### src/hw/rtl/pfc_pkg.sv
package pfc_pkg;

   localparam int LETTER_W  = 5;
   localparam int OP_W      = 3;
   localparam int SIDE      = 5;
   localparam int CELLS     = SIDE * SIDE;
   localparam int LETTERS   = 26;
   localparam int CELL_W    = $clog2(CELLS);
   localparam int COORD_W   = $clog2(SIDE);
   localparam logic [LETTER_W-1:0] LETTER_I = LETTER_W'(8);
   localparam logic [LETTER_W-1:0] LETTER_J = LETTER_W'(9);
   localparam logic [LETTER_W-1:0] LETTER_Z = LETTER_W'(25);
   localparam logic [LETTER_W-1:0] FILLER_RESET = LETTER_Z;

   // command queue between front and back; depth must be a power of two
   localparam int QUEUE_DEPTH = 4;
   localparam int QPTR_W      = $clog2(QUEUE_DEPTH);
   localparam int QCOUNT_W    = $clog2(QUEUE_DEPTH + 1);

   typedef enum logic [OP_W-1:0] {
      OP_CLEAR_KEY  = 3'd0,
      OP_KEY_LETTER = 3'd1,
      OP_FINISH     = 3'd2,
      OP_ENCRYPT    = 3'd3,
      OP_DECRYPT    = 3'd4,
      OP_FLUSH      = 3'd5
   } op_type;

   typedef enum logic [2:0] {
      CMD_CLEAR,
      CMD_PLACE,
      CMD_FINISH,
      CMD_PAIR,
      CMD_TAIL
   } cmd_kind_type;

   typedef struct packed {
      cmd_kind_type          kind;
      logic [LETTER_W-1:0]   letter_a;
      logic [LETTER_W-1:0]   letter_b;
      logic                  decrypt;
   } cmd_type;

   typedef struct packed {
      logic                full;
      logic                empty;
      logic [QCOUNT_W-1:0] count;
   } queue_status_type;

   typedef enum logic [2:0] {
      BK_IDLE,
      BK_FILL,
      BK_LOOK,
      BK_FIRST,
      BK_SECOND,
      BK_TAIL
   } back_state_type;

   // saturate to z, fold j onto i
   function automatic logic [LETTER_W-1:0] norm_letter(input logic [LETTER_W-1:0] v);
      logic [LETTER_W-1:0] l;
      l = (v > LETTER_Z) ? LETTER_Z : v;
      return (l == LETTER_J) ? LETTER_I : l;
   endfunction

   function automatic logic [COORD_W-1:0] cell_row(input logic [CELL_W-1:0] c);
      logic [COORD_W-1:0] r;
      if (c >= CELL_W'(4 * SIDE))      r = COORD_W'(4);
      else if (c >= CELL_W'(3 * SIDE)) r = COORD_W'(3);
      else if (c >= CELL_W'(2 * SIDE)) r = COORD_W'(2);
      else if (c >= CELL_W'(SIDE))     r = COORD_W'(1);
      else                             r = COORD_W'(0);
      return r;
   endfunction

   function automatic logic [COORD_W-1:0] cell_col(input logic [CELL_W-1:0] c);
      logic [CELL_W-1:0] base;
      base = CELL_W'(cell_row(c)) * CELL_W'(SIDE);
      return COORD_W'(c - base);
   endfunction

   function automatic logic [CELL_W-1:0] cell_index(input logic [COORD_W-1:0] r,
                                                    input logic [COORD_W-1:0] c);
      return CELL_W'(r) * CELL_W'(SIDE) + CELL_W'(c);
   endfunction

   // one step along a row or column, wrapping; backwards when deciphering
   function automatic logic [COORD_W-1:0] wrap_step(input logic [COORD_W-1:0] v,
                                                    input logic dec);
      logic [COORD_W-1:0] n;
      if (dec) n = (v == '0) ? COORD_W'(SIDE - 1) : v - COORD_W'(1);
      else     n = (v == COORD_W'(SIDE - 1)) ? '0 : v + COORD_W'(1);
      return n;
   endfunction

endpackage

### src/hw/rtl/pfc_if.sv
interface pfc_req_if;
   logic                          valid;
   logic                          ready;
   logic [pfc_pkg::OP_W-1:0]      operation;
   logic [pfc_pkg::LETTER_W-1:0]  letter;
   modport source (output valid, output operation, output letter, input ready);
   modport sink   (input valid, input operation, input letter, output ready);
endinterface

interface pfc_rsp_if;
   logic                          valid;
   logic                          ready;
   logic [pfc_pkg::LETTER_W-1:0]  out_letter;
   logic                          pair_end;
   logic                          status;
   modport source (output valid, output out_letter, output pair_end, output status,
                   input ready);
   modport sink   (input valid, input out_letter, input pair_end, input status,
                   output ready);
endinterface

interface pfc_csr_if;
   logic                          valid;
   logic                          ready;
   logic [pfc_pkg::LETTER_W-1:0]  filler_letter;
   modport source (output valid, output filler_letter, input ready);
   modport sink   (input valid, input filler_letter, output ready);
endinterface

### src/hw/rtl/pfc_front.sv
module pfc_front (
   input  logic                       clock,
   input  logic                       reset,
   pfc_req_if.sink                    req_chan,
   pfc_csr_if.sink                    csr_chan,
   input  pfc_pkg::queue_status_type  queue_status,
   output logic                       cmd_valid,
   output pfc_pkg::cmd_type           cmd
);

   logic [pfc_pkg::LETTER_W-1:0] held_letter_ff, held_letter_in;
   logic                         held_valid_ff, held_valid_in;
   logic                         held_decrypt_ff, held_decrypt_in;
   logic [pfc_pkg::LETTER_W-1:0] filler_ff;
   logic [pfc_pkg::LETTER_W-1:0] letter_n;
   logic [pfc_pkg::LETTER_W-1:0] fill_n;
   logic                         accept;

   assign req_chan.ready = !queue_status.full;
   assign csr_chan.ready = 1'b1;
   assign accept   = req_chan.valid && req_chan.ready;
   assign letter_n = pfc_pkg::norm_letter(req_chan.letter);
   assign fill_n   = pfc_pkg::norm_letter(filler_ff);

   always_comb begin
      held_letter_in  = held_letter_ff;
      held_valid_in   = held_valid_ff;
      held_decrypt_in = held_decrypt_ff;
      cmd_valid       = 1'b0;
      cmd.kind        = pfc_pkg::CMD_PAIR;
      cmd.letter_a    = held_letter_ff;
      cmd.letter_b    = letter_n;
      cmd.decrypt     = 1'b0;
      if (accept) begin
         case (pfc_pkg::op_type'(req_chan.operation))
            pfc_pkg::OP_CLEAR_KEY: begin
               cmd_valid       = 1'b1;
               cmd.kind        = pfc_pkg::CMD_CLEAR;
               held_letter_in  = '0;
               held_valid_in   = 1'b0;
               held_decrypt_in = 1'b0;
            end
            pfc_pkg::OP_KEY_LETTER: begin
               cmd_valid    = 1'b1;
               cmd.kind     = pfc_pkg::CMD_PLACE;
               cmd.letter_a = letter_n;
            end
            pfc_pkg::OP_FINISH: begin
               cmd_valid = 1'b1;
               cmd.kind  = pfc_pkg::CMD_FINISH;
            end
            pfc_pkg::OP_ENCRYPT: begin
               if (held_valid_ff && !held_decrypt_ff) begin
                  cmd_valid = 1'b1;
                  // doubled letter: pair with filler and keep holding it
                  if (held_letter_ff == letter_n) cmd.letter_b = fill_n;
                  else held_valid_in = 1'b0;
               end else begin
                  held_letter_in  = letter_n;
                  held_valid_in   = 1'b1;
                  held_decrypt_in = 1'b0;
               end
            end
            pfc_pkg::OP_DECRYPT: begin
               if (held_valid_ff && held_decrypt_ff) begin
                  cmd_valid       = 1'b1;
                  cmd.decrypt     = 1'b1;
                  held_valid_in   = 1'b0;
                  held_decrypt_in = 1'b0;
               end else begin
                  held_letter_in  = letter_n;
                  held_valid_in   = 1'b1;
                  held_decrypt_in = 1'b1;
               end
            end
            pfc_pkg::OP_FLUSH: begin
               if (held_valid_ff) begin
                  cmd_valid       = 1'b1;
                  held_valid_in   = 1'b0;
                  held_decrypt_in = 1'b0;
                  if (held_decrypt_ff) cmd.kind = pfc_pkg::CMD_TAIL;
                  else cmd.letter_b = fill_n;
               end
            end
            default: begin
            end
         endcase
      end
   end

   always_ff @(posedge clock) begin
      if (reset) begin
         held_letter_ff  <= '0;
         held_valid_ff   <= 1'b0;
         held_decrypt_ff <= 1'b0;
         filler_ff       <= pfc_pkg::FILLER_RESET;
      end else begin
         held_letter_ff  <= held_letter_in;
         held_valid_ff   <= held_valid_in;
         held_decrypt_ff <= held_decrypt_in;
         if (csr_chan.valid && csr_chan.ready) filler_ff <= csr_chan.filler_letter;
      end
   end

endmodule

### src/hw/rtl/pfc_cmd_fifo.sv
module pfc_cmd_fifo (
   input  logic                       clock,
   input  logic                       reset,
   input  logic                       push,
   input  pfc_pkg::cmd_type           push_cmd,
   input  logic                       pop,
   output pfc_pkg::cmd_type           head_cmd,
   output pfc_pkg::queue_status_type  queue_status
);

   pfc_pkg::cmd_type                slot_ff [pfc_pkg::QUEUE_DEPTH];
   logic [pfc_pkg::QPTR_W-1:0]      wr_ptr_ff, wr_ptr_in;
   logic [pfc_pkg::QPTR_W-1:0]      rd_ptr_ff, rd_ptr_in;
   logic [pfc_pkg::QCOUNT_W-1:0]    count_ff, count_in;

   assign head_cmd           = slot_ff[rd_ptr_ff];
   assign queue_status.full  = (count_ff == pfc_pkg::QCOUNT_W'(pfc_pkg::QUEUE_DEPTH));
   assign queue_status.empty = (count_ff == '0);
   assign queue_status.count = count_ff;

   always_comb begin
      wr_ptr_in = push ? wr_ptr_ff + pfc_pkg::QPTR_W'(1) : wr_ptr_ff;
      rd_ptr_in = pop  ? rd_ptr_ff + pfc_pkg::QPTR_W'(1) : rd_ptr_ff;
      count_in  = count_ff;
      if (push && !pop)      count_in = count_ff + pfc_pkg::QCOUNT_W'(1);
      else if (pop && !push) count_in = count_ff - pfc_pkg::QCOUNT_W'(1);
   end

   always_ff @(posedge clock) begin
      if (reset) begin
         wr_ptr_ff <= '0;
         rd_ptr_ff <= '0;
         count_ff  <= '0;
      end else begin
         wr_ptr_ff <= wr_ptr_in;
         rd_ptr_ff <= rd_ptr_in;
         count_ff  <= count_in;
      end
   end

   always_ff @(posedge clock) begin
      if (push) slot_ff[wr_ptr_ff] <= push_cmd;
   end

endmodule

### src/hw/rtl/pfc_back.sv
module pfc_back (
   input  logic                       clock,
   input  logic                       reset,
   input  pfc_pkg::cmd_type           head_cmd,
   input  pfc_pkg::queue_status_type  queue_status,
   output logic                       pop,
   pfc_rsp_if.source                  rsp_chan
);

   pfc_pkg::back_state_type          state_ff, state_in;
   logic [pfc_pkg::LETTERS-1:0]      present_ff, present_in;
   logic [pfc_pkg::CELL_W-1:0]       fill_ff, fill_in;
   logic [pfc_pkg::LETTER_W-1:0]     walk_ff, walk_in;

   logic [pfc_pkg::LETTER_W-1:0]     square_mem   [pfc_pkg::CELLS];
   logic [pfc_pkg::CELL_W-1:0]       position_mem [pfc_pkg::LETTERS];

   pfc_pkg::cmd_type                 cmd_ff;
   logic [pfc_pkg::CELL_W-1:0]       pos_a_ff, pos_b_ff;
   logic [pfc_pkg::LETTER_W-1:0]     sq_a_ff, sq_b_ff;

   logic                             placing;
   logic [pfc_pkg::LETTER_W-1:0]     place_letter;
   logic                             place_en;

   logic [pfc_pkg::COORD_W-1:0]      r1, c1, r2, c2;
   logic [pfc_pkg::COORD_W-1:0]      r1n, c1n, r2n, c2n;
   logic [pfc_pkg::CELL_W-1:0]       cell_a, cell_b;

   assign pop = (state_ff == pfc_pkg::BK_IDLE) && !queue_status.empty;

   assign place_en = placing && (fill_ff < pfc_pkg::CELL_W'(pfc_pkg::CELLS))
                     && !present_ff[place_letter];

   always_comb begin
      state_in     = state_ff;
      present_in   = present_ff;
      fill_in      = fill_ff;
      walk_in      = walk_ff;
      placing      = 1'b0;
      place_letter = head_cmd.letter_a;
      case (state_ff)
         pfc_pkg::BK_IDLE: begin
            if (pop) begin
               case (head_cmd.kind)
                  pfc_pkg::CMD_CLEAR: begin
                     present_in = '0;
                     fill_in    = '0;
                  end
                  pfc_pkg::CMD_PLACE:  placing = 1'b1;
                  pfc_pkg::CMD_FINISH: begin
                     walk_in  = '0;
                     state_in = pfc_pkg::BK_FILL;
                  end
                  pfc_pkg::CMD_PAIR: state_in = pfc_pkg::BK_LOOK;
                  pfc_pkg::CMD_TAIL: state_in = pfc_pkg::BK_TAIL;
                  default: begin
                  end
               endcase
            end
         end
         pfc_pkg::BK_FILL: begin
            place_letter = walk_ff;
            placing      = (walk_ff != pfc_pkg::LETTER_J);
            walk_in      = walk_ff + pfc_pkg::LETTER_W'(1);
            if (walk_ff == pfc_pkg::LETTER_W'(pfc_pkg::LETTERS - 1))
               state_in = pfc_pkg::BK_IDLE;
         end
         pfc_pkg::BK_LOOK:   state_in = pfc_pkg::BK_FIRST;
         pfc_pkg::BK_FIRST:  if (rsp_chan.ready) state_in = pfc_pkg::BK_SECOND;
         pfc_pkg::BK_SECOND: if (rsp_chan.ready) state_in = pfc_pkg::BK_IDLE;
         pfc_pkg::BK_TAIL:   if (rsp_chan.ready) state_in = pfc_pkg::BK_IDLE;
         default: state_in = pfc_pkg::BK_IDLE;
      endcase
      if (place_en) begin
         present_in[place_letter] = 1'b1;
         fill_in = fill_ff + pfc_pkg::CELL_W'(1);
      end
   end

   // digraph rules on the two looked-up cells
   always_comb begin
      r1  = pfc_pkg::cell_row(pos_a_ff);
      c1  = pfc_pkg::cell_col(pos_a_ff);
      r2  = pfc_pkg::cell_row(pos_b_ff);
      c2  = pfc_pkg::cell_col(pos_b_ff);
      r1n = r1;
      c1n = c1;
      r2n = r2;
      c2n = c2;
      if (r1 == r2 && c1 != c2) begin
         c1n = pfc_pkg::wrap_step(c1, cmd_ff.decrypt);
         c2n = pfc_pkg::wrap_step(c2, cmd_ff.decrypt);
      end else if (c1 == c2 && r1 != r2) begin
         r1n = pfc_pkg::wrap_step(r1, cmd_ff.decrypt);
         r2n = pfc_pkg::wrap_step(r2, cmd_ff.decrypt);
      end else if (r1 != r2 && c1 != c2) begin
         c1n = c2;
         c2n = c1;
      end
      cell_a = pfc_pkg::cell_index(r1n, c1n);
      cell_b = pfc_pkg::cell_index(r2n, c2n);
   end

   always_ff @(posedge clock) begin
      if (reset) begin
         state_ff   <= pfc_pkg::BK_IDLE;
         present_ff <= '0;
         fill_ff    <= '0;
         walk_ff    <= '0;
      end else begin
         state_ff   <= state_in;
         present_ff <= present_in;
         fill_ff    <= fill_in;
         walk_ff    <= walk_in;
      end
   end

   always_ff @(posedge clock) begin
      if (place_en) begin
         square_mem[fill_ff]        <= place_letter;
         position_mem[place_letter] <= fill_ff;
      end
      if (pop) begin
         cmd_ff   <= head_cmd;
         pos_a_ff <= position_mem[head_cmd.letter_a];
         pos_b_ff <= position_mem[head_cmd.letter_b];
      end
      if (state_ff == pfc_pkg::BK_LOOK) begin
         sq_a_ff <= square_mem[cell_a];
         sq_b_ff <= square_mem[cell_b];
      end
   end

   assign rsp_chan.valid      = (state_ff == pfc_pkg::BK_FIRST)
                             || (state_ff == pfc_pkg::BK_SECOND)
                             || (state_ff == pfc_pkg::BK_TAIL);
   assign rsp_chan.out_letter = (state_ff == pfc_pkg::BK_FIRST)  ? sq_a_ff :
                                (state_ff == pfc_pkg::BK_SECOND) ? sq_b_ff : '0;
   assign rsp_chan.pair_end   = (state_ff == pfc_pkg::BK_SECOND);
   assign rsp_chan.status     = (state_ff == pfc_pkg::BK_TAIL);

endmodule

### src/hw/rtl/playfair_digraph_cipher.sv
// Flow: a word is taken every cycle while the command queue has room; a completed pair passes
//   the queue, position lookup and square read before its first output word, and the second
//   follows once the first is taken. The back end takes a key letter or clear while idle, and
//   walks the alphabet to finish the square, taking no new command until it is back in idle.
// Reset: synchronous; clears the held letter, placed-letter flags, fill count, queue and filler
//   (z). The key square and position memories are not cleared and hold nothing until written.
module playfair_digraph_cipher (
   input  logic        clock,
   input  logic        reset,
   pfc_req_if.sink     req_chan,
   pfc_rsp_if.source   rsp_chan,
   pfc_csr_if.sink     csr_chan
);

   // front: take words, keep the held letter, turn each word into at most one command
   // queue: lets the front keep taking words while the back end is busy or stalled
   // back: owns the key square, runs the digraph rules and drives the output word

   logic                       cmd_valid;
   pfc_pkg::cmd_type           cmd;
   pfc_pkg::cmd_type           head_cmd;
   pfc_pkg::queue_status_type  queue_status;
   logic                       pop;

   pfc_front u_front (
      .clock        (clock),
      .reset        (reset),
      .req_chan     (req_chan),
      .csr_chan     (csr_chan),
      .queue_status (queue_status),
      .cmd_valid    (cmd_valid),
      .cmd          (cmd)
   );

   pfc_cmd_fifo u_queue (
      .clock        (clock),
      .reset        (reset),
      .push         (cmd_valid),
      .push_cmd     (cmd),
      .pop          (pop),
      .head_cmd     (head_cmd),
      .queue_status (queue_status)
   );

   pfc_back u_back (
      .clock        (clock),
      .reset        (reset),
      .head_cmd     (head_cmd),
      .queue_status (queue_status),
      .pop          (pop),
      .rsp_chan     (rsp_chan)
   );

   // the second letter of a pair follows its first word straight away
   a_pair_follows: assert property (@(posedge clock) disable iff (reset)
      rsp_chan.valid && rsp_chan.ready && !rsp_chan.pair_end && !rsp_chan.status
      |=> rsp_chan.valid && rsp_chan.pair_end)
      else $error("pair first word not followed by its second");

   // the front never pushes into a full queue
   a_no_overflow: assert property (@(posedge clock) disable iff (reset)
      cmd_valid |-> !queue_status.full)
      else $error("command pushed into full queue");

   // fill level tracks a lone push
   a_count_up: assert property (@(posedge clock) disable iff (reset)
      cmd_valid && !pop |=> queue_status.count == $past(queue_status.count) + 1'b1)
      else $error("queue count did not advance on push");

   // the back end only pops a waiting command
   a_pop_nonempty: assert property (@(posedge clock) disable iff (reset)
      pop |-> !queue_status.empty && !rsp_chan.valid)
      else $error("pop from empty queue or while output busy");

endmodule
### src/flat_wrapper.sv
// flat-port wrapper written by rule: the top's interface ports become plain ports
module playfair_digraph_cipher_flat 
  (clock, reset, req_chan_valid, req_chan_operation, req_chan_letter, req_chan_ready, rsp_chan_valid, rsp_chan_out_letter, rsp_chan_pair_end, rsp_chan_status, rsp_chan_ready, csr_chan_valid, csr_chan_filler_letter, csr_chan_ready);
  pfc_req_if req_chan_i ();
  pfc_rsp_if rsp_chan_i ();
  pfc_csr_if csr_chan_i ();
  input  logic clock;
  input  logic reset;
  input wire logic [$bits(req_chan_i.valid)-1:0] req_chan_valid;
  input wire logic [$bits(req_chan_i.operation)-1:0] req_chan_operation;
  input wire logic [$bits(req_chan_i.letter)-1:0] req_chan_letter;
  output wire logic [$bits(req_chan_i.ready)-1:0] req_chan_ready;
  output wire logic [$bits(rsp_chan_i.valid)-1:0] rsp_chan_valid;
  output wire logic [$bits(rsp_chan_i.out_letter)-1:0] rsp_chan_out_letter;
  output wire logic [$bits(rsp_chan_i.pair_end)-1:0] rsp_chan_pair_end;
  output wire logic [$bits(rsp_chan_i.status)-1:0] rsp_chan_status;
  input wire logic [$bits(rsp_chan_i.ready)-1:0] rsp_chan_ready;
  input wire logic [$bits(csr_chan_i.valid)-1:0] csr_chan_valid;
  input wire logic [$bits(csr_chan_i.filler_letter)-1:0] csr_chan_filler_letter;
  output wire logic [$bits(csr_chan_i.ready)-1:0] csr_chan_ready;
  assign req_chan_i.valid = req_chan_valid;
  assign req_chan_i.operation = req_chan_operation;
  assign req_chan_i.letter = req_chan_letter;
  assign req_chan_ready = req_chan_i.ready;
  assign rsp_chan_valid = rsp_chan_i.valid;
  assign rsp_chan_out_letter = rsp_chan_i.out_letter;
  assign rsp_chan_pair_end = rsp_chan_i.pair_end;
  assign rsp_chan_status = rsp_chan_i.status;
  assign rsp_chan_i.ready = rsp_chan_ready;
  assign csr_chan_i.valid = csr_chan_valid;
  assign csr_chan_i.filler_letter = csr_chan_filler_letter;
  assign csr_chan_ready = csr_chan_i.ready;
  playfair_digraph_cipher u_core (.clock(clock), .reset(reset), .req_chan(req_chan_i), .rsp_chan(rsp_chan_i), .csr_chan(csr_chan_i));
endmodule
### config.mk
export PLATFORM = sky130hd
export DESIGN_NAME = playfair_digraph_cipher_flat
export DESIGN_NICKNAME = d
export VERILOG_FILES = /design/src/hw/rtl/pfc_pkg.sv /design/src/hw/rtl/pfc_if.sv /design/src/hw/rtl/pfc_front.sv /design/src/hw/rtl/pfc_cmd_fifo.sv /design/src/hw/rtl/pfc_back.sv /design/src/hw/rtl/playfair_digraph_cipher.sv /design/src/flat_wrapper.sv
export SDC_FILE = /design/constraint.sdc
export NUM_CORES = 1
export LEC_CHECK = 0
export BUFFER_PORTS_ARGS = -buffer_cell sky130_fd_sc_hd__buf_2
export CAP_MARGIN = 25
export CORE_MARGIN = 4
export CORE_UTILIZATION = 64
export CTS_CLUSTER_DIAMETER = 150
export DETAILED_ROUTE_END_ITERATION = 7
export PLACE_DENSITY_LB_ADDON = 0.3
export SETUP_SLACK_MARGIN = 0.1
export SLEW_MARGIN = 20
export SYNTH_ARGS = -nofsm -noshare
export SYNTH_HDL_FRONTEND = slang
export SYNTH_SLANG_ARGS = --single-unit
### constraint.sdc
create_clock -name clock -period 7.8 [get_ports clock]
set_input_delay 0.78 -clock clock [delete_from_list [all_inputs] [get_ports clock]]
set_output_delay 0.78 -clock clock [all_outputs]
set_load 0.02 [all_outputs]
Yosys cells after proc, flatten, opt, wreduce, memory -nomap -nowiden
Memory sizes are Yosys's and may differ from the RTL's. A register that Yosys moved wholly into a read port is not among the register bits.
Cells that the tools add are included.
- bits in read-only memories: 0
- register bits after elaboration: 59
- memory bits (writable): 311
- memories: 3
- latch bits: 0
- memory list (name ; words ; bits a word ; read ports ; clocked after memory_dff ; write ports ; RTL line ; RTL):
    u_core.u_back.position_mem ; 26 ; 5 ; 2 ; 2 ; 1 ; pfc_back.sv:16 ; logic [pfc_pkg::CELL_W-1:0] position_mem [pfc_pkg::LETTERS];
    u_core.u_back.square_mem ; 25 ; 5 ; 2 ; 2 ; 1 ; pfc_back.sv:15 ; logic [pfc_pkg::LETTER_W-1:0] square_mem [pfc_pkg::CELLS];
    u_core.u_queue.slot_ff ; 4 ; 14 ; 1 ; 1 ; 1 ; pfc_cmd_fifo.sv:11 ; pfc_pkg::cmd_type slot_ff [pfc_pkg::QUEUE_DEPTH];
- shift operators: 0
- bitwise operators: 1
- muxes and demuxes: 95
- $add $sub $neg: 18
- $mul: 4
- divide/modulo/power cells: 0
- equal/unequal tests: 38
- reduce and logical (&&, ||, !) cells: 45
- order comparisons: 13
- operators with widths (cell ; count):
    26-bit two-way mux ; 4
    5-bit two-way mux ; 20
    3-bit two-way mux ; 32
    3-bit equality test (second input constant) ; 10
    26-bit bitwise OR ; 1
    3-bit zero test ; 8
    5-bit by 4-bit >= comparator with 1-bit output (second input constant) ; 4
    1-bit two-way mux ; 20
    5-bit case mux with 2 select lines ; 2
    3-bit by 2-bit equality test with 1-bit output (second input constant) ; 6
    3-bit by 1-bit adder with 3-bit output (second input constant) ; 5
    3-bit case mux with 5 select lines ; 1
    5-bit case mux with 3 select lines ; 1
    3-bit by 1-bit subtractor with 3-bit output (second input constant) ; 5
    14-bit two-way mux ; 1
    1-bit logical AND ; 12
    2-bit two-way mux ; 6
    3-bit case mux with 4 select lines ; 1
    5-bit by 1-bit adder with 5-bit output (second input constant) ; 2
    5-bit by 3-bit adder with 5-bit output ; 2
    5-bit by 4-bit equality test with 1-bit output (second input constant) ; 2
    5-bit by 3-bit >= comparator with 1-bit output (second input constant) ; 2
    5-bit >= comparator (second input constant) ; 2
    5-bit greater-than comparator (second input constant) ; 2
    33 further kinds ; 63

Logic depth before layout (Yosys ltp)
Gate-level depths: netlist of run 1.
- depth after elaboration: 13
- gate-level depth with buffers: 24
- gate-level depth less buffers: 23

Cells and area by module
A second synthesis of run 1 with hierarchy kept.
- cell total of the unflattened synthesis: 1471
- area, all modules: 20539.7 sq um
- modules (own cells, without submodules) (module ; area an instance (sq um) ; sequential area each (sq um) ; times used ; cells an instance):
    pfc_back ; 16802.4 ; 9068.7 ; 1 ; 1185
    pfc_cmd_fifo ; 2477.4 ; 1861.8 ; 1 ; 117
    pfc_front ; 1260.0 ; 240.2 ; 1 ; 169

Worst setup path before layout of run 1
No wires, ideal clock.
- path type: register -> register
- from: register u_core.u_back.pos_a_ff[1] in the netlist's numbering, read port of u_core.u_back.position_mem
- to: register u_core.u_back.sq_b_ff[0] in the netlist's numbering, read port of u_core.u_back.square_mem (data pin)
- setup slack: 1.987 ns
- library setup time: 0.260 ns
- stages on the path, launching flop included: 21
- period minus slack after synthesis: 5.813 ns
- data arrival time: 5.553 ns
- cells stage by stage: edfxtp_1 -> nor2_1 -> o21ai_1 -> a211o_2 -> nand2_1 -> inv_1 -> ha_1 -> fa_1 -> xnor2_1 -> xnor2_4 -> xor2_1 -> a211o_1 -> buf_4 -> mux2i_4 -> ha_1 -> ha_1 -> inv_1 -> fa_1 -> buf_1 -> mux4_2 -> mux2_2
- cells in the longest elaborated chain, start to end: 13
- elaborated cells on any way between the ends: 24
- ends and longest elaborated chain (item ; RTL line ; RTL):
    start, declared ; pfc_back.sv:19 ; logic [pfc_pkg::CELL_W-1:0] pos_a_ff, pos_b_ff;
    5-bit by 3-bit >= comparator with 1-bit output ; pfc_pkg.sv:71 ; else if (c >= CELL_W'(SIDE)) r = COORD_W'(1);
    1-bit two-way mux ; pfc_pkg.sv:71 ;
    2-bit two-way mux ; pfc_pkg.sv:70 ; else if (c >= CELL_W'(2 * SIDE)) r = COORD_W'(2);
    2-bit two-way mux ; pfc_pkg.sv:69 ; else if (c >= CELL_W'(3 * SIDE)) r = COORD_W'(3);
    3-bit two-way mux ; pfc_pkg.sv:68 ; if (c >= CELL_W'(4 * SIDE)) r = COORD_W'(4);
    3-bit by 3-bit multiplier with 3-bit output ; pfc_pkg.sv:78 ; base = CELL_W'(cell_row(c)) * CELL_W'(SIDE);
    3-bit subtractor ; pfc_pkg.sv:79 ; return COORD_W'(c - base);
    3-bit equality test / 3-bit != test (equally long branches) ; pfc_back.sv:94, pfc_back.sv:91, pfc_back.sv:97 ;
    1-bit logical AND, on equally long branches ; pfc_back.sv:94, pfc_back.sv:97 ;
    3-bit two-way mux, on equally long branches ; pfc_back.sv:94, pfc_back.sv:97 ;
    3-bit two-way mux, on equally long branches ; pfc_back.sv:91, pfc_back.sv:94 ;
    3-bit by 3-bit multiplier with 5-bit output / 3-bit two-way mux (equally long branches) ; pfc_pkg.sv:84, pfc_back.sv:91 ;
    5-bit by 3-bit adder with 5-bit output (*) ; pfc_pkg.sv:84 ; return CELL_W'(r) * CELL_W'(SIDE) + CELL_W'(c);
    end, declared ; pfc_back.sv:20 ; logic [pfc_pkg::LETTER_W-1:0] sq_a_ff, sq_b_ff;
Every way passes the cells marked *; elsewhere a longest branch is shown, timed or not.
A chain may end at the register's enable or synchronous reset.

Worst setup path after layout of run 1
- from: register u_core.u_back.pos_a_ff[1] in the netlist's numbering, read port of u_core.u_back.position_mem
- to: register u_core.u_back.sq_b_ff[4] in the netlist's numbering, read port of u_core.u_back.square_mem (data pin)
Same word-level chain as after synthesis.

==> impl_metrics.csv, run 1 <==
group,metric,value,unit
status,outcome,"finished, final reports clean",
clocking,ctsHoldBuffers,0,
worst_setup_path,rrSetupSlack,1.43,ns
floorplan,die_w,184,um
synthesis,yosys.area.top_type,"edfxtp_1",
timing,worst_pin_slew,1.10,ns
synthesis,yosysTopAreaCellShare,50.2,%
route,viasPerCell,6.87,
synthesis,syn_inst,1315,
clocking,cts_buffers,40,
worst_setup_path,worstPathRequired,8.08,ns
synthesis,synth_area_leaders,"edfxtp_1 50%, mux4_2 15%, dfxtp_1 6.0%",
worst_setup_path,cp_slowest_stage_delay,1.04,ns
synthesis,yosysSeqAreaShare,56.3,%
floorplan,core_area,30600,sq um
worst_setup_path,timing.rr.start,"u_core.u_back.pos_a_ff[1]$_DFFE_PP_",
clocking,ctsRootBufferMaster,"clkbuf_16",
clocking,clock_latency,0.54,ns
worst_hold_path,hold_class,"primary input to register",
timing,max-slew-margin-rel,26.5,%
timing,final-max-slew-violation-count,0,
timing,min_period,6.37,ns
clocking,cts_buffer_depth,3,
cells_and_area,nNetsFinal,1389,
timing,hold_viol_final,0,
synthesis,ys_types,82,
worst_setup_path,critPathMaxFanout,10,
global_route,grt_pass1_wl,70500,um
placement,hpwl,30300,um
worst_setup_path,critPathArrivalTime,6.65,ns
synthesis,ys_warn_count,0,
route,drc_errors,0,
timing,rsz0062_at_grt,"no",
worst_setup_path,worstReg2RegEnd,"u_core.u_back.sq_b_ff[4]$_DFFE_PN_",
timing,fmax,157,MHz
worst_setup_path,crit_path_cell_trace,"nor2_1, o21ai_1, a211o_2, nand2_1, inv_1, ha_1, fa_1, xnor2_1, xnor2_4, xor2_1, a211o_1, mux2i_4, ha_1, ha_1, inv_1, fa_1, mux4_2, mux2_2",
synthesis,synth_area,19900,sq um
timing,setup_viol,0,
placement,placed_cells,1681,
worst_setup_path,startpoint_type,"register",
clocking,cts.clk_slew.worst_paths,0.06,ns
worst_setup_path,worst_r2r_path_depth,18,
clocking,cts-htree-levels,2,
cells_and_area,syn_to_final_growth,9.03,%
placement,port-buffer-count,26,
global_route,grt-ovfl-total,0,
synthesis,synth_fp_nets,1377,
route,num_vias,12000,
clocking,cts_tree,"done",
global_route,grt_pass1_vias,12100,
floorplan,die_h,184,um
timing,fin_worst_skew,0.0242,ns
route,first_pass_iters,6,
cells_and_area,diodes,0,
placement,gp_congestion,0.872,
synthesis,synth_seq_cells,392,
global_route,antenna_found_initial,0,
synthesis,ys.flop_type,"edfxtp_1",
worst_setup_path,worstSetupStartpoint,"u_core.u_back.pos_a_ff[1]$_DFFE_PP_",
synthesis,synth_common_cells,"332 x edfxtp_1, 134 x mux4_2, 106 x nor2_1, 92 x nand2_1, 60 x dfxtp_1",
synthesis,synth_edf_count,332,
worst_setup_path,crit_slowest_cell,"fa_1",
route,wirelength,45400,um
timing,fin_tns_setup,0,ns
cells_and_area,final_cells,1754,
timing,fin_crit_sh,81.7,%
clocking,cts_setup_buffers,0,
clocking,cts_sinks,392,
clocking,cts_resized,0,
global_route,grt_max_degree,44,
worst_setup_path,crit_end,"u_core.u_back.sq_b_ff[4]$_DFFE_PN_",
worst_setup_path,cp_common_cell,"ha_1",
timing,hold_slack,0.472,ns
synthesis,syn_area_per_cell,15.1,sq um
route,drt_iter0_markers,1290,
cells_and_area,drive_gt1_share,22.6,%
route,postRouteAntennaNets,0,
floorplan,start_util,64.9,%
synthesis,synthArstFlopShare,0,%
floorplan,die_area,33900,sq um
floorplan,fp-row-count,64,
global_route,grt_usage,27.1,%
synthesis,synthMostInstantiatedCell,"edfxtp_1",
floorplan,io_pins,28,
route,avgRoutedWirePerCell,25.9,um
run,cap_viol_max_count,0,
worst_setup_path,cp-end-kind,"register",
worst_setup_path,critPathKind,"register to register",
## logic make-up (layout without fill, tap and decap cells)
kind of cell | Yosys count | after routing | share of synthesized area [%]
multiplexers | 237 | 237 | 22.5
AO/OA/AOI/OAI | 183 | 183 | 6.06
adder cells (fa/ha/maj) | 44 | 44 | 2.96
buffers and inverters | 110 | 153 | 2.68
other | 1 | 1 | 0.0189
XOR/XNOR | 33 | 33 | 1.78
AND/OR/NAND/NOR | 315 | 315 | 7.71
flip-flops | 392 | 392 | 56.3
## registers in the layout, indices dropped and copies added, names as in the netlist, 2 cells and up, named ones only
signal and count:
u_core.u_back.fill_ff 5, u_core.u_queue.slot_ff 56, u_core.u_back.present_ff 26, u_core.u_back.sq_b_ff 5, u_core.u_queue.rd_ptr_ff 2, u_core.u_back.walk_ff 5
u_core.u_back.position_mem 130, u_core.u_queue.wr_ptr_ff 2, u_core.u_back.state_ff 3, u_core.u_back.square_mem 125, u_core.u_queue.count_ff 3, u_core.u_front.held_letter_ff 5
u_core.u_back.pos_a_ff 5, u_core.u_back.sq_a_ff 5, u_core.u_back.pos_b_ff 5, u_core.u_front.filler_ff 5
## worst min-delay path by stage
| stage | from | slack, ns | endpoint | cells after the start |
|---|---|---|---|---|
| 2_1_floorplan | u_core.u_back.present_ff[1]$_SDFF_PP0_ | 0.44 | u_core.u_back.present_ff[1]$_SDFF_PP0_ | 2 |
| 3_3_place_gp | u_core.u_back.present_ff[4]$_SDFF_PP0_ | 0.46 | u_core.u_back.present_ff[4]$_SDFF_PP0_ | 1 |
| 3_5_place_dp | u_core.u_back.present_ff[16]$_SDFF_PP0_ | 0.47 | u_core.u_back.present_ff[16]$_SDFF_PP0_ | 1 |
| 4_1_cts | csr_chan_filler_letter[4] | 0.46 | u_core.u_front.filler_ff[4]$_SDFFE_PP1P_ | 3 |
| 5_1_grt | csr_chan_filler_letter[4] | 0.48 | u_core.u_front.filler_ff[4]$_SDFFE_PP1P_ | 3 |
| 6_report | csr_chan_filler_letter[4] | 0.47 | u_core.u_front.filler_ff[4]$_SDFFE_PP1P_ | 3 |
## cell type report
class	count	area, sq um
clock buffers	50	1080
clock inverters	23	288
fillers	1931	8940
inverters	34	128
multi-input cells	813	8180
flip-flops and latches	392	11200
well taps	396	495
repair buffers	46	303
## metal layers
layer | wire, um | GRT usage, % | vias to the layer above
met5 | 0 | 0 | -
met4 | 1820 | 10.1 | 0
met3 | 3100 | 4.60 | 108
met2 | 23400 | 46.0 | 535
met1 | 17100 | 35.7 | 6167
li1 | - | - | 5236
## cell usage in the layout (no fill, tap or decap), types with 5 or more instances in the layout
cell type,count
edfxtp_1,332
mux4_2,134
nor2_1,106
nand2_1,92
a21oi_1,59
dfxtp_1,58
mux2i_1,50
o21ai_0,40
clkbuf_16,40
ha_1,37
inv_1,32
mux2_2,28
buf_2,27
a22o_1,21
mux4_1,21
nor2b_1,20
nor3_1,17
xnor2_1,17
buf_4,17
xor2_1,12
and2_1,11
a211oi_1,9
nor3b_1,8
nand3_1,8
nand3b_1,7
nor3b_2,7
clkinv_2,7
or3_1,6
bufinv_16,6
clkbuf_1,6
nor4_1,5
a221oi_1,5
clkinv_1,5
fa_1,5
## stage by stage
stage	instance area (sq um)	setup slack (ns)	util [%]
2_1_floorplan	19900	1.99	-
3_3_place_gp	20200	1.59	66.1
3_5_place_dp	20300	1.43	66.3
4_1_cts	21600	1.41	70.7
5_1_grt	21600	1.04	70.8
6_report	21600	1.43	70.8
## critical path, delay by kind of cell, from the launching register on
family,cells,cell delay (ns)
AO/OA/AOI/OAI,3,0.87
buffers and inverters,2,0.17
XOR/XNOR,3,0.85
flip-flops,1,0.44
multiplexers,3,1.24
AND/OR/NAND/NOR,2,0.27
adder cells (fa/ha/maj),5,2.27
Power of run 1 is not shown: default switching activity piles up to over one toggle a cycle in this logic, so the estimate is an artifact.
==> inputs of run 2 (changes only) <==
==> constraint.sdc (replaced) <==
create_clock -name clock -period 6.4 [get_ports clock]
set_input_delay 0.64 -clock clock [delete_from_list [all_inputs] [get_ports clock]]
set_output_delay 0.64 -clock clock [all_outputs]
set_load 0.02 [all_outputs]
==> run 2 against run 1 <==
  * Clock-buffer cell count shrank 3
  * Sequential share of layout area rose by 0.16 points
  * Cell count up 0.17%
  * Maximum frequency increased by 6.6%
  * Via count down 0.56%
  * Cell area is 0.30% lower
  * Largest cell class unchanged
  * Highest routed layer unchanged
==> impl_metrics.csv, run 2 (synthesized netlist as in run 1, its figures left out) <==
group,metric,value,unit
status,outcome,"finished, final reports clean",
clocking,cts_buffers,40,
cells_and_area,utilization,70.6,%
route,drt_iter0_markers,1474,
cells_and_area,fill_cells,1950,
route,first_pass_iters,5,
worst_hold_path,hold_path.startpoint,"csr_chan_filler_letter[3]",
route,num_vias,12000,
timing,fin_crit_sh,93.4,%
route,wirelength,45000,um
timing,hold_viol_final,0,
cells_and_area,layout_common_cells,"332 x edfxtp_1, 135 x mux4_2, 106 x nor2_1",
floorplan,core_area,30600,sq um
cells_and_area,nNetsFinal,1396,
floorplan,die_h,184,um
timing,fmax,167,MHz
clocking,clock_latency,0.53,ns
placement,gp_congestion,0.963,
global_route,grt-ovfl-total,0,
global_route,grt_pass1_wl,70000,um
timing,max-slew-margin-rel,27.2,%
cells_and_area,mostFrequentLayoutCell,"edfxtp_1",
worst_setup_path,startpoint_type,"register",
clocking,cts_setup_buffers,0,
cells_and_area,syn_to_final_growth,8.70,%
clocking,ctsRootBufferMaster,"clkbuf_16",
cells_and_area,largest_reg_flops,130,
run,cap_viol_max_count,0,
worst_setup_path,timing.rr.start,"u_core.u_back.pos_a_ff[1]$_DFFE_PP_",
global_route,antenna_found_initial,0,
timing,hold_slack,0.339,ns
route,drc_errors,0,
timing,final-max-slew-violation-count,0,
timing,fin_worst_skew,0.0214,ns
global_route,grt_usage,26.9,%
worst_setup_path,cp-end-kind,"register",
worst_setup_path,critPathArrivalTime,6.26,ns
cells_and_area,largest-register,"u_core.u_back.position_mem",
timing,setup_viol,0,
timing,worst_pin_slew,1.09,ns
clocking,cts_buffer_depth,3,
worst_setup_path,worstSetupStartpoint,"u_core.u_back.pos_a_ff[1]$_DFFE_PP_",
global_route,grt_max_degree,44,
cells_and_area,diodes,0,
cells_and_area,drive_gt1_share,22.3,%
clocking,cts_sinks,392,
cells_and_area,largestRegisters,"u_core.u_back.position_mem: 130 flops, u_core.u_back.square_mem: 125 flops, u_core.u_queue.slot_ff: 56 flops",
route,viasPerCell,6.82,
floorplan,die_area,33900,sq um
placement,hpwl,30200,um
timing,fin_tns_setup,0,ns
floorplan,die_w,184,um
global_route,grt_pass1_vias,12100,
route,avgRoutedWirePerCell,25.6,um
placement,port-buffer-count,26,
timing,rsz0062_at_grt,"no",
route,postRouteAntennaNets,0,
clocking,cts_tree,"done",
clocking,ctsHoldBuffers,0,
timing,min_period,5.98,ns
floorplan,start_util,64.9,%
floorplan,fp-row-count,64,
clocking,cts-htree-levels,2,
worst_setup_path,critPathKind,"register to register",
floorplan,io_pins,28,
worst_hold_path,hold_class,"primary input to register",
clocking,cts.clk_slew.worst_paths,0.06,ns
worst_setup_path,critPathMaxFanout,10,
worst_setup_path,worstPathRequired,6.68,ns
## run 2: path summary, 6_finish.rpt
kind | endpoint | slack, ns | cells past startpoint
hold reg to reg | u_core.u_back.present_ff[22]$_SDFF_PP0_ | 0.48 | 1
hold / removal | u_core.u_front.filler_ff[3]$_SDFFE_PP1P_ | 0.34 | 3
setup / recovery | u_core.u_back.sq_a_ff[2]$_DFFE_PN_ | 0.42 | 20
setup reg to reg | u_core.u_back.sq_a_ff[2]$_DFFE_PN_ | 0.42 | 20
## run 2: layout make-up
cell class | instances | area, sq um | share of cell area, %
sequential | 392 | 11200 | 51.8
clock buffer | 47 | 1100 | 5.10
inverter | 34 | 128 | 0.591
multi-input combinational | 813 | 8170 | 37.8
tap | 396 | 495 | 2.30
clock inverter | 22 | 175 | 0.812
timing repair buffer | 53 | 345 | 1.60
## run 2: what timing repair did
action / CTS / global route
gates resized for setup: 0 / 1
endpoints found under the setup margin: 0 / 10
endpoints found under the hold margin: 0 / 0
## run 2: per-layer routing
metal | up-vias | GRT usage, % | routed length [um]
li1 | 5238 | - | -
met3 | 116 | 4.18 | 3320
met2 | 575 | 44.9 | 22500
met5 | - | 0 | 0
met1 | 6049 | 36.6 | 17200
met4 | 0 | 9.94 | 1950
## run 2: through the flow
step	setup WS (ns)	instances	area, sq um
global route	0.118	1757	21600
floorplan	0.587	1315	19900
detailed placement	0.303	1688	20300
CTS	0.270	1757	21600
finish	0.420	1757	21600
global placement	0.475	1688	20300
## run 2: critical path: stages, from the launching register on
cell and delay, ns:
edfxtp_1 0.46, nor2_1 0.15, o21ai_1 0.07, a211o_2 0.42
nand2_1 0.15, inv_1 0.10, ha_1 0.20, fa_1 0.41
xnor2_1 0.35, xnor2_4 0.18, xor2_1 0.20, a211o_2 0.41
mux2i_1 0.32, ha_1 0.30, ha_1 0.31, inv_1 0.06
fa_1 0.78, buf_4 0.24, mux2i_1 0.23, o21ai_0 0.11
mux2_2 0.27
Power of run 2 is left out for the same reason.
